$ cat src/design/assert_macros.svh
// ----------------------------------------------------------------------------
// assert_macros.svh
// shared concurrent assertion macros
// ----------------------------------------------------------------------------
`ifndef ASSERT_MACROS_SVH
`define ASSERT_MACROS_SVH

// property checked every clock edge outside reset
`define ASSERT_CLK(label, clk, rst, prop) \
   label: assert property (@(posedge clk) disable iff (rst) prop) \
      else $error("assertion failed");

// implication checked every clock edge outside reset
`define ASSERT_IMPLY(label, clk, rst, ante, cons) \
   label: assert property (@(posedge clk) disable iff (rst) (ante) |-> (cons)) \
      else $error("implication failed");

`endif

$ cat src/design/arct_pkg.sv
// ----------------------------------------------------------------------------
// arct_pkg
// types, codes and sizes shared by the address range claim table
// ----------------------------------------------------------------------------
package arct_pkg;

   localparam int RANGE_SLOTS = 64;
   localparam int SLOT_W      = $clog2(RANGE_SLOTS);
   localparam int CNT_W       = $clog2(RANGE_SLOTS + 1);

   localparam logic [2:0] ST_OK        = 3'd0;
   localparam logic [2:0] ST_NULL      = 3'd1;
   localparam logic [2:0] ST_WRAPS     = 3'd2;
   localparam logic [2:0] ST_SELF      = 3'd3;
   localparam logic [2:0] ST_EMPTY     = 3'd4;
   localparam logic [2:0] ST_ACTIVE    = 3'd5;
   localparam logic [2:0] ST_EXHAUSTED = 3'd6;
   localparam logic [2:0] ST_FULL      = 3'd7;

   localparam logic OP_ADD     = 1'b0;
   localparam logic OP_RELEASE = 1'b1;

   typedef struct packed {
      logic        opcode;
      logic [63:0] range_start;
      logic [63:0] range_length;
      logic        last_range;
      logic [63:0] release_id;
   } item_type;

   typedef struct packed {
      logic [2:0]  status;
      logic [63:0] granted_id;
   } result_type;

   typedef enum logic [2:0] {
      S_IDLE,
      S_CHECK,
      S_SCAN,
      S_STORE,
      S_FINISH,
      S_RELEASE
   } state_type;

   // commands from controller to datapath
   typedef struct packed {
      logic load;
      logic chk_apply;
      logic scan_step;
      logic store;
      logic finish;
   } cmd_type;

   // status from datapath to controller
   typedef struct packed {
      logic op;
      logic last;
      logic skip;
      logic bad;
      logic scan_done;
   } stat_type;

endpackage

$ cat src/design/arct_ctrl.sv
// ----------------------------------------------------------------------------
// arct_ctrl
// sequencer for range checks, slot scans, commits and releases
// ----------------------------------------------------------------------------
module arct_ctrl (
   input  logic               clock,
   input  logic               reset,
   input  logic               start,
   input  arct_pkg::stat_type stat,
   output arct_pkg::cmd_type  cmd,
   output logic               busy
);
   import arct_pkg::*;

   state_type state_ff, state_in;

   // state register
   always_ff @(posedge clock) begin
      if (reset) begin
         state_ff <= S_IDLE;
      end else begin
         state_ff <= state_in;
      end
   end

   // next state
   always_comb begin
      state_in = state_ff;
      unique case (state_ff)
         S_IDLE: begin
            if (start) state_in = S_CHECK;
         end
         S_CHECK: begin
            priority if (stat.op == OP_RELEASE) state_in = S_RELEASE;
            else if (stat.skip || stat.bad) state_in = stat.last ? S_FINISH : S_IDLE;
            else state_in = S_SCAN;
         end
         S_SCAN: begin
            if (stat.scan_done) state_in = S_STORE;
         end
         S_STORE: begin
            state_in = stat.last ? S_FINISH : S_IDLE;
         end
         S_FINISH: begin
            state_in = S_IDLE;
         end
         S_RELEASE: begin
            if (stat.scan_done) state_in = S_IDLE;
         end
         default: state_in = S_IDLE;
      endcase
   end

   // outputs
   always_comb begin
      cmd = '0;
      busy = (state_ff != S_IDLE);
      unique case (state_ff)
         S_IDLE:    cmd.load = start;
         S_CHECK:   cmd.chk_apply = (stat.op == OP_ADD);
         S_SCAN:    cmd.scan_step = 1'b1;
         S_STORE:   cmd.store = 1'b1;
         S_FINISH:  cmd.finish = 1'b1;
         S_RELEASE: cmd.scan_step = 1'b1;
         default:   cmd = '0;
      endcase
   end

endmodule

$ cat config.mk
export PLATFORM = sky130hd
export DESIGN_NAME = arct_ctrl
export DESIGN_NICKNAME = d
export VERILOG_FILES = /design/src/design/assert_macros.svh /design/src/design/arct_pkg.sv /design/src/design/arct_ctrl.sv
export SDC_FILE = /design/constraint.sdc
export NUM_CORES = 1
export LEC_CHECK = 0
export ABC_AREA = 1
export BUFFER_PORTS_ARGS = -buffer_cell sky130_fd_sc_hd__buf_2
export CORE_AREA = 4 4 41 43
export DETAILED_ROUTE_END_ITERATION = 8
export DIE_AREA = 0 0 45 47
export PLACE_DENSITY_LB_ADDON = 0.1
export SYNTH_ARGS = -nofsm -noshare
export SYNTH_HDL_FRONTEND = slang
export SYNTH_SLANG_ARGS = --single-unit
$ cat constraint.sdc
create_clock -name clock -period 1.2 [get_ports clock]
set_clock_uncertainty 0.1 [all_clocks]
set_input_delay 0.12 -clock clock [delete_from_list [all_inputs] [get_ports clock]]
set_output_delay 0.12 -clock clock [all_outputs]
set_load 0.01 [all_outputs]
# Yosys cells after proc, flatten, opt, wreduce, memory -nomap -nowiden
# Cells that the tools add are included.
dict set report word_totals {
  latch_bits 0
  register_bits 3
  n_memories 0
  in_bits 8
  output_inout_bits 6
  rom_bits 0
  wordCells 27
  ram_bits 0
}
dict set report classes {
  mux 12
  n_bitwise 1
  reduce_logical 5
  n_shift 0
  div 0
  magnitude_cmp 0
  multipliers 0
  addsub 0
  n_eq_ne 8
}
# cell n
set ops {}
lappend ops {{$mux W3} 6}
lappend ops {{$pmux W3 S5} 1}
lappend ops {{$eq A3 B2 Y1 const B} 2}
lappend ops {{$eq A3 B3 Y1 const B} 2}
lappend ops {{$ne A2 B2 Y1 const B} 3}
lappend ops {{$mux W1} 5}
lappend ops {{$eq A3 B1 Y1 const B} 1}
lappend ops {{$logic_not A3 Y1} 1}
lappend ops {{$reduce_and A3 Y1} 1}
lappend ops {{$reduce_bool A3 Y1} 1}
lappend ops {{$reduce_or A2 Y1} 1}
lappend ops {{$logic_or A1 B1 Y1} 1}
lappend ops {{$not A1 Y1} 1}

# Depth between registers and ports, before layout
dict set report logic_depth {
  depth_word 4
  mapped_depth 6
  mapped_depth_nobuf 6
}

# Worst setup path after synthesis
# OpenSTA, ideal clock, no wires.
dict set report synth_timing {
  path_type {register -> register}
  startpoint {reg state_ff[1]}
  endpoint {reg state_ff[0]}
  arrival_ns 0.914
  stages_incl_launch_ff 6
  slack_ns 0.070
  path_buffers 0
  required_time_ns 0.984
  cell_sequence {dfxtp_1 -> inv_2 -> nand3_1 -> nand3_1 -> nand3_2 -> a21oi_2}
}
dict set report synth_via {
  elab_chain_len 3
  word_cells_on_any_way 10
  classes_between {eq/ne (7); mux (1); reduce/logical (2)}
}
# element line_no
set synth_lines {}
lappend synth_lines {{from (decl)} arct_ctrl.sv:15} ;# state_type state_ff, state_in;
lappend synth_lines {{from (signal assigned)} arct_ctrl.sv:22} ;# state_ff <= state_in;
lappend synth_lines {{$eq A3 B2 Y1, or another cell as far along} arct_ctrl.sv:29} ;# unique case (state_ff)
lappend synth_lines {{$ne A2 B2 Y1 (no source line)} n/a}
lappend synth_lines {{$reduce_and A3 Y1 (no source line)} n/a}
# Several ways; a longest one is shown, not always the timed one.
# A chain may end at the register's enable or synchronous reset.

==> impl_metrics.csv <==
group,metric,value,unit
setup_path,critical_path_class,"flop to primary output",
detailed_routing,drc,0,
detailed_routing,antenna_left,0,
placement,routabilityCongestion,0.655,
pwr,power_frac_clock,0.349,
grt,grt_max_degree,7,
placement,place_ws,37.1,ps
pwr,power_frac_seq,0.252,
logic_synthesis,yosysWarningCount,0,
die,die_x,45,µm
final_layout,largest_reg_flops,3,
logic_synthesis,yosysTopAreaCell,"dfxtp_1",
final_layout,top_regs,"state_ff: 3 flops",
sta,setup_viol,3,
logic_synthesis,syn_nets,43,
pwr,power,506,µW
sta,rsz0062_at_grt,"yes",
clock_network,cts.path.max_buffers,2,
die,fp-row-count,13,
die,core-area,1300,µm²
detailed_routing,routedWlPerCell,9.93,µm
clock_network,cts_made_buffers,3,
sta,final.setup.worst_slack,-46.6,ps
logic_synthesis,syn_area,241,µm²
detailed_routing,vias,325,
flow_run,max-cap-violations,0,
die,ios,14,
status,status,"complete, but fails checks",
final_layout,drive_gt1_frac,0.672,
final_layout,antenna_cells,0,
setup_path,start_kind,"flop",
detailed_routing,drtIter0Drc,3,
pwr,powerDensity,1020,nW/µm²
sta,period_minus_slack,1250,ps
final_layout,final_common_cell,"buf_2",
pwr,sw_frac_of_total,0.333,
sta,worstMarginPinSlew,199,ps
pwr,switching_power,169,µW
setup_path,cp.required,980,ps
pwr,p_int,337,µW
die,start_util,0.186,
sta,fmax,0.802,GHz
clock_network,worstSkewPairLatency,230,ps
die,die_h,47,µm
detailed_routing,drt-total-wl,755,µm
detailed_routing,dr.pass1.iters,2,
grt,grt_pass1_wl,1.21,mm
grt,antenna_found_initial,0,
grt,grt_pass1_vias,319,
sta,period_share,1.04,
setup_path,crit_fanout,6,
sta,fin_tns_setup,-57.5,ps
final_layout,final_util,0.383,
sta,slew-limit-headroom,0.866,
setup_path,endpoint_kind,"primary output",
grt,grt-ovfl-total,0,
die,die-area,2120,µm²
clock_network,clockRootBuffer,"clkbuf_4",
logic_synthesis,ys_types,15,
final_layout,fin_nets,70,
sta,final-hold-violation-count,0,
clock_network,cts_tree,"yes",
pwr,vdd_drop_max,0.374,mV
placement,placed_area,345,µm²
logic_synthesis,synth_top_area_frac,0.249,
status,failed_checks,"setup timing",
placement,dpl.hpwl,544,µm
clock_network,clk_pin_slew,40,ps
grt,grt_usage,0.0804,
final_layout,areaGrowthSynthToFinish,106,%
placement,portBuffers,13,
logic_synthesis,syn_inst,35,
final_layout,design_area,498,µm²
pwr,p_leak,0.246,nW
logic_synthesis,synthTopCellsByArea,"dfxtp_1 (25%), inv_1 (11%), nor4_4 (8.8%)",
setup_path,arrival,1030,ps
logic_synthesis,ys_seq_elements,3,
final_layout,regMostFlops,"state_ff",
sta,slew_violations,0,
logic_synthesis,ys_seq_area_frac,0.249,
setup_path,reg2reg_slack,40,ps
logic_synthesis,avgSynthCellArea,6.90,µm²
min_path,min_path_type,"input port to flop",
pwr,comb_power_share,0.399,
final_layout,final_cell_mix,"buf_2 (11), buf_4 (7), inv_1 (5)",
clock_network,h-tree-depth,1,
clock_network,cts.sinks,3,
detailed_routing,vias_per_cell,4.28,
per-layer routing:
metal	GRT usage	part of all wire	wire, µm
met1	0.0814	0.43	322
met2	0.136	0.50	379
met3	0.0230	0.065	49
met4	0.0702	0.0053	4
met5	0	0	0
cells in the mapped netlist:
cell and number:
inv_2 2, nor4_4 1, nor3_1 2, nor2_1 3, nand2_2 2, inv_1 7, a21oi_2 1, o211ai_1 1
nand3_2 2, dfxtp_1 3, o21ai_0 1, a21oi_1 1, nand2_1 2, nand3_1 4, nand4_1 3
kinds of logic after synthesis:
| logic type | count (synthesis) | share of synthesized area |
|---|---|---|
| AND/OR/NAND/NOR | 19 | 0.503 |
| AO/OA/AOI/OAI | 4 | 0.109 |
| buffers and inverters | 9 | 0.140 |
| flip-flops | 3 | 0.249 |
worst paths after layout:
path                                   from     endpoint  depth (start not counted)
worst min-delay path                stat[2]  state_ff[1]                          4
worst max register to register  state_ff[0]  state_ff[0]                          7
worst max-delay path            state_ff[1]       cmd[3]                          2
worst min register to register  state_ff[1]  state_ff[1]                          2
final cells by class:
cell class	count	area (µm²)
fill	151	803
multi-input combinational	23	175
timing repair buffer	22	160
sequential	3	71.3
inverter	9	46.3
clock buffer	4	26.3
tap	15	18.8
power by group through the flow:
stage | sequential [mW] | clock (mW) | combinational, mW
2_1_floorplan | 0.125 | 0 | 0.0852
3_3_place_gp | 0.126 | 0 | 0.145
3_5_place_dp | 0.126 | 0 | 0.145
4_1_cts | 0.124 | 0.187 | 0.178
5_1_grt | 0.129 | 0.198 | 0.221
6_report | 0.127 | 0.176 | 0.202
stage by stage:
step	cells	hold slack, ps
after global placement	64	215
after global routing	76	85.1
after CTS	72	63.8
final	76	64.2
after detailed placement	64	216
after floorplan	35	82.4
worst max-delay path, stage by stage (launching register included):
cell and delay, ps:
dfxtp_4 370, nor4_4 260, buf_2 170
timing repair:
item | CTS | global route
setup buffers | 3 | 4
setup endpoints to repair | 6 | 6
pin swaps | 2 | 1
hold endpoints to repair | 2 | 0
hold buffers | 1 | 0
resized for setup | 11 | 9
Note: power is estimated with default switching activity, not from simulation.
